`src/hdl/brf_pkg.sv`:
```
// ----------------------------------------------------------------------------
// brf_pkg
// Shared types, codes and helpers for the byte ring fifo with peek.
// ----------------------------------------------------------------------------
`default_nettype none

package brf_pkg;

  localparam int DEPTH = 256;
  localparam int IDX_W = $clog2(DEPTH);
  localparam int CNT_W = IDX_W + 1;

  localparam logic [1:0] KIND_PUSH = 2'd0;
  localparam logic [1:0] KIND_POP  = 2'd1;
  localparam logic [1:0] KIND_PEEK = 2'd2;

  localparam logic [1:0] ST_OK    = 2'd0;
  localparam logic [1:0] ST_FULL  = 2'd1;
  localparam logic [1:0] ST_EMPTY = 2'd2;
  localparam logic [1:0] ST_WRONG = 2'd3;

  typedef struct packed {
    logic [1:0] kind;
    logic [7:0] data_byte;
    logic [8:0] position;
  } brf_in_t;

  typedef struct packed {
    logic [1:0] status;
    logic [7:0] peek_data;
    logic [8:0] fill_level;
    logic       is_full;
    logic       is_empty;
  } brf_out_t;

  typedef struct packed {
    logic capture;
    logic exec;
  } brf_cmd_t;

  typedef enum logic [1:0] {
    S_IDLE,
    S_EXEC,
    S_OUT
  } brf_state_t;

  // clamp configured length to 1..DEPTH
  function automatic logic [CNT_W-1:0] eff_len(input logic [8:0] len);
    logic [CNT_W-1:0] l;
    begin
      if (len == 9'd0) begin
        l = CNT_W'(1);
      end else if ({23'd0, len} > DEPTH) begin
        l = CNT_W'(DEPTH);
      end else begin
        l = CNT_W'(len);
      end
      return l;
    end
  endfunction

  // next slot, wrapping at the effective length
  function automatic logic [IDX_W-1:0] advance(input logic [IDX_W-1:0] idx,
                                               input logic [CNT_W-1:0] len);
    logic [CNT_W-1:0] n;
    begin
      n = {1'b0, idx} + CNT_W'(1);
      return (n >= len) ? '0 : n[IDX_W-1:0];
    end
  endfunction

endpackage

`default_nettype wire

```
`src/hdl/brf_ctrl.sv`:
```
// ----------------------------------------------------------------------------
// brf_ctrl
// Sequencer: takes one operation, lets the datapath execute it, then holds
// the result until the output transfer completes.
// ----------------------------------------------------------------------------
`default_nettype none

module brf_ctrl (
  input  wire logic             clk,
  input  wire logic             rst_n,
  input  wire logic             in_valid,
  output logic                  in_stall,
  output logic                  out_valid,
  input  wire logic             out_stall,
  output brf_pkg::brf_cmd_t     cmd
);

  brf_pkg::brf_state_t state_r;
  brf_pkg::brf_state_t state_nxt;

  always_ff @(posedge clk) begin
    if (!rst_n) begin
      state_r <= brf_pkg::S_IDLE;
    end else begin
      state_r <= state_nxt;
    end
  end

  always_comb begin
    state_nxt   = state_r;
    in_stall    = 1'b1;
    out_valid   = 1'b0;
    cmd.capture = 1'b0;
    cmd.exec    = 1'b0;
    unique case (state_r)
      brf_pkg::S_IDLE: begin
        in_stall    = 1'b0;
        cmd.capture = in_valid;
        if (in_valid) begin
          state_nxt = brf_pkg::S_EXEC;
        end
      end
      brf_pkg::S_EXEC: begin
        cmd.exec  = 1'b1;
        state_nxt = brf_pkg::S_OUT;
      end
      brf_pkg::S_OUT: begin
        out_valid   = 1'b1;
        in_stall    = out_stall;
        cmd.capture = in_valid && !out_stall;
        if (!out_stall) begin
          state_nxt = in_valid ? brf_pkg::S_EXEC : brf_pkg::S_IDLE;
        end
      end
      default: begin
        state_nxt = brf_pkg::S_IDLE;
      end
    endcase
  end

endmodule

`default_nettype wire

```
`src/hdl/brf_dp.sv`:
```
// ----------------------------------------------------------------------------
// brf_dp
// Datapath: ring storage, head/tail/count registers, length register and
// the result register.
// ----------------------------------------------------------------------------
`default_nettype none

module brf_dp (
  input  wire logic              clk,
  input  wire logic              rst_n,
  input  wire brf_pkg::brf_cmd_t cmd,
  input  wire brf_pkg::brf_in_t  in_item,
  input  wire logic              cfg_wr_en,
  input  wire logic [8:0]        cfg_wr_data,
  output brf_pkg::brf_out_t      out_item
);

  logic [7:0]                  mem_r [brf_pkg::DEPTH];
  logic [7:0]                  rdata_r;

  brf_pkg::brf_in_t            op_r;
  logic [brf_pkg::IDX_W-1:0]   head_r, head_nxt;
  logic [brf_pkg::IDX_W-1:0]   tail_r, tail_nxt;
  logic [brf_pkg::CNT_W-1:0]   count_r, count_nxt;
  logic [8:0]                  len_r;
  logic [1:0]                  status_r, status_nxt;
  logic                        peek_ok_r, peek_ok_nxt;

  logic [brf_pkg::CNT_W-1:0]   eff;
  logic                        wr_en;
  logic                        rd_en;
  logic [brf_pkg::IDX_W-1:0]   rd_addr;
  logic [brf_pkg::IDX_W-1:0]   head_adv;
  logic [8:0]                  pos_m1;
  logic [brf_pkg::CNT_W:0]     peek_sum;
  logic [brf_pkg::CNT_W:0]     peek_wrap;

  assign eff       = brf_pkg::eff_len(len_r);
  assign head_adv  = brf_pkg::advance(head_r, eff);
  assign pos_m1    = op_r.position - 9'd1;
  assign peek_sum  = {2'b00, head_adv} + {1'b0, pos_m1};
  assign peek_wrap = (peek_sum >= {1'b0, eff}) ? (peek_sum - {1'b0, eff}) : peek_sum;

  always_comb begin
    head_nxt    = head_r;
    tail_nxt    = tail_r;
    count_nxt   = count_r;
    status_nxt  = status_r;
    peek_ok_nxt = peek_ok_r;
    wr_en       = 1'b0;
    rd_en       = 1'b0;
    rd_addr     = head_r;
    if (cmd.exec) begin
      status_nxt  = brf_pkg::ST_OK;
      peek_ok_nxt = 1'b0;
      unique case (op_r.kind)
        brf_pkg::KIND_PUSH: begin
          if (count_r >= eff) begin
            status_nxt = brf_pkg::ST_FULL;
          end else begin
            wr_en     = 1'b1;
            tail_nxt  = brf_pkg::advance(tail_r, eff);
            count_nxt = count_r + brf_pkg::CNT_W'(1);
          end
        end
        brf_pkg::KIND_POP: begin
          if (count_r == '0) begin
            status_nxt = brf_pkg::ST_EMPTY;
          end else begin
            head_nxt  = head_adv;
            count_nxt = count_r - brf_pkg::CNT_W'(1);
          end
        end
        brf_pkg::KIND_PEEK: begin
          if (op_r.position > eff) begin
            status_nxt = brf_pkg::ST_WRONG;
          end else if (op_r.position >= count_r) begin
            status_nxt = brf_pkg::ST_EMPTY;
          end else begin
            rd_en       = 1'b1;
            peek_ok_nxt = 1'b1;
            rd_addr     = (op_r.position == 9'd0) ? head_r
                                                   : peek_wrap[brf_pkg::IDX_W-1:0];
          end
        end
        default: begin
        end
      endcase
    end
  end

  // control state
  always_ff @(posedge clk) begin
    if (!rst_n) begin
      head_r  <= '0;
      tail_r  <= '0;
      count_r <= '0;
      len_r   <= 9'(brf_pkg::DEPTH);
    end else begin
      head_r  <= head_nxt;
      tail_r  <= tail_nxt;
      count_r <= count_nxt;
      if (cfg_wr_en) begin
        len_r <= cfg_wr_data;
      end
    end
  end

  // payload registers
  always_ff @(posedge clk) begin
    if (cmd.capture) begin
      op_r <= in_item;
    end
    status_r  <= status_nxt;
    peek_ok_r <= peek_ok_nxt;
  end

  // ring storage
  always_ff @(posedge clk) begin
    if (wr_en) begin
      mem_r[tail_r] <= op_r.data_byte;
    end
    if (rd_en) begin
      rdata_r <= mem_r[rd_addr];
    end
  end

  always_comb begin
    out_item.status     = status_r;
    out_item.peek_data  = peek_ok_r ? rdata_r : 8'd0;
    out_item.fill_level = count_r;
    out_item.is_full    = (count_r >= eff);
    out_item.is_empty   = (count_r == '0);
  end

endmodule

`default_nettype wire

```
`src/hdl/byte_ring_fifo_with_peek.sv`:
```
// ----------------------------------------------------------------------------
// byte_ring_fifo_with_peek
// Byte ring buffer of configurable length with push, pop and peek.
// Flow: an accepted operation is captured, run in the execute step with the
// registered ring read, and its result is held valid until it transfers;
// a new operation is taken in the cycle its predecessor's result transfers,
// so operations do not overlap.
// Reset: synchronous, active low; empties the ring and sets length to 256.
// ----------------------------------------------------------------------------
`default_nettype none

module byte_ring_fifo_with_peek (
  input  wire logic              clk,
  input  wire logic              rst_n,
  input  wire logic              in_valid,
  output logic                   in_stall,
  input  wire brf_pkg::brf_in_t  in_item,
  output logic                   out_valid,
  input  wire logic              out_stall,
  output brf_pkg::brf_out_t      out_item,
  input  wire logic              cfg_wr_en,
  input  wire logic [8:0]        cfg_wr_data
);

  brf_pkg::brf_cmd_t cmd;

  brf_ctrl u_ctrl (
    .clk       (clk),
    .rst_n     (rst_n),
    .in_valid  (in_valid),
    .in_stall  (in_stall),
    .out_valid (out_valid),
    .out_stall (out_stall),
    .cmd       (cmd)
  );

  brf_dp u_dp (
    .clk         (clk),
    .rst_n       (rst_n),
    .cmd         (cmd),
    .in_item     (in_item),
    .cfg_wr_en   (cfg_wr_en),
    .cfg_wr_data (cfg_wr_data),
    .out_item    (out_item)
  );

endmodule

`default_nettype wire
```
`config.mk`:
```
export PLATFORM = sky130hd
export DESIGN_NAME = byte_ring_fifo_with_peek
export DESIGN_NICKNAME = d
export VERILOG_FILES = /design/src/hdl/brf_pkg.sv /design/src/hdl/brf_ctrl.sv /design/src/hdl/brf_dp.sv /design/src/hdl/byte_ring_fifo_with_peek.sv
export SDC_FILE = /design/constraint.sdc
export NUM_CORES = 2
export LEC_CHECK = 0
export ABC_AREA = 1
export BUFFER_PORTS_ARGS = -buffer_cell sky130_fd_sc_hd__buf_2
export CORE_MARGIN = 5
export CORE_UTILIZATION = 35
export DETAILED_ROUTE_END_ITERATION = 6
export GPL_TIMING_DRIVEN = 0
export PLACE_DENSITY = 0.59
export SLEW_MARGIN = 30
export SYNTH_ARGS = -nofsm -noshare
export SYNTH_HDL_FRONTEND = slang
export SYNTH_SLANG_ARGS = --single-unit
```
`constraint.sdc`:
```
create_clock -name clk -period 15.8 [get_ports clk]
set_clock_uncertainty 0.1 [all_clocks]
set_input_delay 0.79 -clock clk [delete_from_list [all_inputs] [get_ports clk]]
set_output_delay 0.79 -clock clk [all_outputs]
set_load 0.05 [all_outputs]
```
# --- Word-level counts from Yosys, hierarchy flattened ---
# Memory sizes are Yosys's and may differ from the RTL's. A register that Yosys moved wholly into a read port is not among the register bits.
# Index checks and enable logic that the tools add are counted.
totals:
  ff_bits: 58
  mem_bits_rw: 2048
  input_bits: 33
  output_inout_bits: 23
  word_cells: 83
  mem_count: 1
op_classes:
  n_addsub: 7
  n_lt_le_gt_ge: 7
  n_eq_ne: 8
  mux: 36
  bitwise_logic: 2
  n_reduce_logical: 12
mem_list:
  columns: ["memory", "depth", "width", "read_ports", "rd_clocked_by_memory_dff", "wr", "line_no", "rtl"]
  rows:
  - ["u_dp.mem_r", 256, 8, 1, 1, 1, "brf_dp.sv:18", "logic [7:0] mem_r [brf_pkg::DEPTH];"]
ops:
  columns: ["operator", "n"]
  rows:
  - ["two-way mux 8 bit", 9]
  - ["greater-or-equal comparator 9 bit", 4]
  - ["two-way mux 9 bit", 4]
  - ["logical NOT 9 bit", 3]
  - ["adder 8 x 1 -> 9 bit (second input constant)", 2]
  - ["one-hot mux 9 bit (2 select lines)", 1]
  - ["subtractor 9 x 1 -> 9 bit (second input constant)", 2]
  - ["two-way mux 1 bit", 13]
  - ["one-hot mux 2 bit (3 select lines)", 2]
  - ["adder 8 x 9 -> 10 bit", 1]
  - ["greater-or-equal comparator 10 x 9 -> 1 bit", 1]
  - ["two-way mux 2 bit", 5]
  - ["adder 9 x 1 -> 9 bit (second input constant)", 1]
  - ["greater-than comparator 9 bit", 1]
  - ["greater-than comparator 9 bit (second input constant)", 1]
  - ["!= test 2 bit (second input constant)", 4]
  - ["subtractor 8 bit", 1]
  - ["AND reduction 3 bit", 2]
  - ["== test 2 x 1 -> 1 bit (second input constant)", 2]
  - ["== test 2 bit (second input constant)", 2]
  - ["logical NOT 2 bit", 2]
  - ["one-hot mux 1 bit (2 select lines)", 2]
  - ["AND reduction 4 bit", 1]
  - ["inverter 1 bit", 2]
  - ["4 further kinds", 4]

# --- Depth between registers and ports, before layout ---
depth:
  word_depth: 13
  ltp_mapped: 51
  depth_no_buf: 48

# --- By module ---
# Synthesis repeated with hierarchy kept, for this count alone.
unflattened:
  hier_cells: 8707
  area_unflattened_um2: 94997.4
modules_own_cells:
  columns: ["mod", "instances", "cells_per_inst", "area_each_um2", "seq_area_each_um2"]
  rows:
  - ["brf_dp", 1, 8690, 94888.5, 63080.5]
  - ["brf_ctrl", 1, 17, 108.9, 40.0]

# --- Worst setup path before layout ---
# Ideal clock, no wire load.
synth_timing:
  kind: "flip-flop to flip-flop"
  start: "register u_dp.len_r[6]"
  end: "register u_dp.rdata_r[0] (read register of u_dp.mem_r), data pin"
  setup_time_ps: 253
  t_arrival_ps: 5576
  required_time_ps: 15447
  path_slack_ps: 9871
  stages_incl_launch_ff: 45
  path_buffers: 3
  synth_period_minus_slack_ps: 5929
  path_cell_list: "dfxtp_1 -> nor4_1 -> nand2_1 -> nor3_1 -> nor2_1 -> inv_1 -> nand2_1 -> ha_1 -> nand2_1 -> inv_1 -> o211ai_1 -> nand3_1 -> nand2_1 -> inv_1 -> nor2_1 -> ha_1 -> fa_1 -> a21oi_1 -> [9 not listed] -> nor2_1 -> nor2_1 -> nand2_2 -> nand2_1 -> nand3_2 -> nand2_1 -> buf_4 -> buf_2 -> buf_2 -> nand2_1 -> nand3_1 -> nand3_1 -> nand3_1 -> nand3_1 -> nand3_1 -> nand3_1 -> nand3_1 -> nand2_1"
synth_between:
  elab_chain_cells: 13
  elab_cells_between_ends: 19
  cone_classes: "add/sub (2); order compare (4); mux (12); reduce/logical (1)"
synth_lines:
  columns: ["item", "line_no", "rtl"]
  rows:
  - ["start: declaration", "brf_dp.sv:25", "logic [8:0] len_r;"]
  - ["start signal: assignment", "brf_dp.sv:98", "len_r <= 9'(brf_pkg::DEPTH);"]
  - ["start signal: assignment", "brf_dp.sv:104", "len_r <= cfg_wr_data;"]
  - ["greater-than comparator 9 bit", "brf_pkg.sv:53", "end else if ({23'd0, len} > DEPTH) begin"]
  - ["two-way mux 9 bit", "brf_pkg.sv:53", null]
  - ["two-way mux 9 bit (*)", "brf_pkg.sv:51", "if (len == 9'd0) begin"]
  - ["greater-or-equal comparator 9 bit (*)", "brf_pkg.sv:68", "return (n >= len) ? '0 : n[IDX_W-1:0];"]
  - ["two-way mux 8 bit (*)", "brf_pkg.sv:68", null]
  - ["named net u_dp.head_adv (one bit)", "brf_dp.sv:33", "logic [brf_pkg::IDX_W-1:0] head_adv;"]
  - ["adder 8 x 9 -> 10 bit (*)", "brf_dp.sv:41", "assign peek_sum = {2'b00, head_adv} + {1'b0, pos_m1};"]
  - ["subtractor 8 bit / greater-or-equal comparator 10 x 9 -> 1 bit (equally long branches)", "brf_dp.sv:42", "assign peek_wrap = (peek_sum >= {1'b0, eff}) ? (peek_sum - {1'b0, eff}) : peek_sum;"]
  - ["two-way mux 8 bit (*)", "brf_dp.sv:42", null]
  - ["two-way mux 8 bit (*)", "brf_dp.sv:82", "rd_addr = (op_r.position == 9'd0) ? head_r"]
  - ["two-way mux 8 bit (*)", "brf_dp.sv:77", "end else if (op_r.position >= count_r) begin"]
  - ["two-way mux 8 bit (*)", "brf_dp.sv:75", "if (op_r.position > eff) begin"]
  - ["two-way mux 8 bit (*)", "brf_dp.sv:56", "unique case (op_r.kind)"]
  - ["two-way mux 8 bit (*)", "brf_dp.sv:53", "if (cmd.exec) begin"]
  - ["end: declaration", "brf_dp.sv:19", "logic [7:0] rdata_r;"]
# Mark *: on every way through the listed nets, which the timed path passes. The rest lies on a longest branch.
# A chain may end at the register's enable or synchronous reset.

# --- Worst setup path after layout ---
layout_timing:
  start: "register u_dp.len_r[6]"
  end: "register u_dp.rdata_r[7] (read register of u_dp.mem_r), data pin"
# Same word-level chain as after synthesis.

==> key figures <==
STA
  – Max Freq: 0.106 GHz
  – Relative slew slack: 25.8%
  – Max-slew violations: 0
  – Hold Fails Final Rpt: 0
  – Setup TNS: 0 ns
  – Actual slew at the worst max-slew pin: 1.11 ns
  – Final setup viols: 0
  – Minimum clock period: 9.42 ns
  – Final cycle utilization of the critical path: 59.6%
  – RSZ-0062 raised after global routing: false

Setup path
  – Critical path's slowest cell: clkbuf_1
  – Reg2Reg Launch Point: u_dp.len_r[6]$_SDFFE_PN0P_
  – CP max FO: 10
  – Max incr delay on CP: 0.86 ns
  – Top delay family on crit path: simple AND/OR/NAND/NOR gates
  – R2r setup slk: 6.38 ns
  – Buf+Inv Stages, Crit Path: 3
  – Reg2reg path depth: 38
  – Endpoint class of the critical path: register
  – RR Endpoint: u_dp.rdata_r[7]$_DFFE_PP_
  – Worst setup SP type: register
  – CP required: 16.27 ns
  – Critical path class: register to register
  – Crit path DAT: 9.89 ns

Synthesis
  – Commonest cells in the netlist: 2078 x edfxtp_1, 2008 x nand3_1, 1646 x nand2_1
  – Post-synth top area cell: edfxtp_1
  – Ys async rst share: 0%
  – Ranking of synthesized cells by area: edfxtp_1 66%, nand3_1 11%, nand2_1 6.5%, nand3b_1 4.8%, inv_1 3.9%
  – Synthesis-stage register bit count: 2114
  – YS warnings: 0
  – Syn_nets: 8797
  – Most frequent cell after synthesis: edfxtp_1
  – Syn Inst Count: 8687
  – Library cells used by synthesis: 43
  – Post-synthesis area per instance: 10.9 um2
  – Number of synthesized flops with an enable pin: 2078
  – Seq/Total Area, Yosys: 66.6%
  – Most used flip-flop cell after synthesis: edfxtp_1
  – Synth top area share: 65.9%
  – Cell Area, Synth: 0.0947 mm2

Floorplan
  – Die H: 530 um
  – Die area: 0.281 mm2
  – Num rows: 191
  – Die width: 530 um
  – IO Pins: 56
  – Area of the core: 0.270 mm2
  – Initial Utilization: 35.1%

Finish
  – Final net count: 9264
  – Layout Cells excl Fill: 12918
  – Area delta synth->final: 15.4%
  – Share of cells above drive strength 1: 10.1%
  – Filler Cell Count: 25706

Clock tree
  – Root Buffer: clkbuf_16
  – Worst-path clk slew: 0.06 ns
  – CTS sink count: 2114
  – Post-CTS setup buffer count: 0
  – Worst skew pair latency: 0.89 ns
  – Total CTS buffers: 221
  – Max Buffers Root-to-Sink: 3
  – CTS tree: built
  – H-tree depth: 4

Worst hold path
  – Worst Hold End: u_dp.len_r[2]$_SDFFE_PN0P_
  – Worst Hold Class: primary input to register
  – Worst hold path stage count: 3
  – Hold_sp: cfg_wr_data[2]

Job
  – Max-cap viol count: 0

Status
  – Violated checks: DRC
  – Status: finished, violations left

Detailed routing
  – DR WL/cell: 26.6 um
  – Vias: 70632
  – Post-route ant nets: 0
  – Drt initial violations: 10473
  – Post-Route WL: 343 mm
  – DRT Pass-1 Iters: 7
  – Remaining DRCs: 1
  – Vias per std cell: 5.47

Power
  – PwrDens: 112 mW/mm2
  – P_leak: 0.0408 uW
  – VDD IR max: 0.141 mV

Placement
  – Placed cell count: 12474
  – Hpwl dp: 257 mm
  – Number of buffers added on ports: 55
  – Global placement routability congestion: 0.991

Global route
  – Vias in the first global route: 66108
  – First-pass GRT wire length: 479 mm
  – GRT overflow: 0
  – Pin count of the biggest net entering global routing: 24
  – Gr usage total: 23.7%
  – Initial antenna violation count: 25
==> per-stage QoR <==
step	utilization, %	area (um2)	hold slack, ns	power, uW	setup slack (ns)
floorplan	-	94700	0.386	6720	9.87
global placement	36.8	99500	0.412	7080	5.39
detailed placement	37.7	102000	0.415	7090	6.57
CTS	40.5	109000	0.00449	12200	6.54
global route	40.5	109000	0.0549	12500	5.98
finish	40.5	109000	0.0666	12200	6.38
==> worst reg2reg max path, delay by kind of cell, from the launching register on <==
kind            cells  cell delay, ns
simple gates       22            4.02
buf+inv             3            1.77
flops               1            0.32
fa+ha+maj           4            1.13
compound gates      8            1.51
xor+xnor            1            0.26
==> worst max path at each step <==
stage / depth (start not counted) / to / slack (ns) / startpoint
2_1_floorplan: 44 / u_dp.rdata_r[0]$_DFFE_PP_ / 9.87 / u_dp.len_r[6]$_SDFFE_PN0P_
3_3_place_gp: 0 / u_dp.mem_r[190][2]$_DFFE_PP_ / 5.39 / u_dp.op_r[11]$_DFFE_PP_
3_5_place_dp: 38 / u_dp.rdata_r[4]$_DFFE_PP_ / 6.57 / u_dp.len_r[6]$_SDFFE_PN0P_
4_1_cts: 38 / u_dp.rdata_r[4]$_DFFE_PP_ / 6.54 / u_dp.len_r[6]$_SDFFE_PN0P_
5_1_grt: 38 / u_dp.rdata_r[4]$_DFFE_PP_ / 5.98 / u_dp.len_r[6]$_SDFFE_PN0P_
6_report: 38 / u_dp.rdata_r[7]$_DFFE_PP_ / 6.38 / u_dp.len_r[6]$_SDFFE_PN0P_
==> state kept, by name (all words and copies together) (netlist names), 2 cells and up <==
register and flops:
u_dp.op_r 19, u_dp.mem_r 2048, u_dp.len_r 9, u_dp.head_r 8, u_dp.rdata_r 8, u_dp.status_r 2
u_dp.tail_r 8, u_ctrl.state_r 2, u_dp.count_r 9
==> layout by cell type (no fill, tap or decap), types with 11 or more instances in the layout <==
master         Yosys  routed
nand3_1         2008    2008
clkbuf_16          0     226
nand3b_1         610     610
bufinv_16          0      21
buf_16             0      15
o21ai_0           36      36
clkbuf_2           0      18
buf_4             17      17
xor2_1            25      25
clkinv_1           4      51
clkinv_2           0      34
dlygate4sd3_1      0      27
buf_2            346     402
o211ai_1         109     109
nor2_1           342     322
inv_1            980     979
dfxtp_1           36      36
clkbuf_1         169     209
ha_1              74      74
o21ai_1           12      11
nand2_1         1646    1642
buf_6              4      86
nor2_2             0      19
a21oi_1           71      71
buf_8              0      64
buf_1             50      49
edfxtp_1        2078    2078
==> cell families (layout without fill, tap and decap cells) <==
family	Yosys count	in the layout	synth area share [%]
XOR/XNOR	31	31	0.287
AND/OR/NAND/NOR	4634	4634	23.5
other	0	8	0
flip-flops	2114	2114	66.6
AO/OA/AOI/OAI	259	259	1.74
buffers and inverters	1572	2225	6.79
adder cells (fa/ha/maj)	77	77	1.04
==> repair_timing <==
action	CTS	global route
setup endpoints to repair	0	0
hold endpoints to repair	27	0
hold buffers	27	0
resized for setup	0	0
==> per-layer routing <==
metal  GRT usage (%)  part of all wire (%)  vias to the layer above
met5               0                 0.020                        -
met4            11.0                   5.3                       10
met3            5.16                    11                      757
met2            36.3                    44                     4167
met1            32.2                    40                    34660
li1                -                     -                    31038
==> power breakdown <==
part	internal (uW)	switching, uW
Sequential	6180	13.3
Combinational	219	591
Clock	2970	2250
==> final cells by class <==
type	count	area, um2	area share, %
Clock inverter	123	1230	1.13
Timing Repair Buffer	244	2860	2.62
Antenna cell	8	20.0	0.0183
Buffer	586	2750	2.52
Clock buffer	286	5900	5.40
Sequential cell	2114	63100	57.7
Inverter	986	3700	3.39
Tap cell	3570	4470	4.09
Multi-Input combinational cell	5001	25300	23.1
Note: power is estimated with default switching activity, not from simulation.
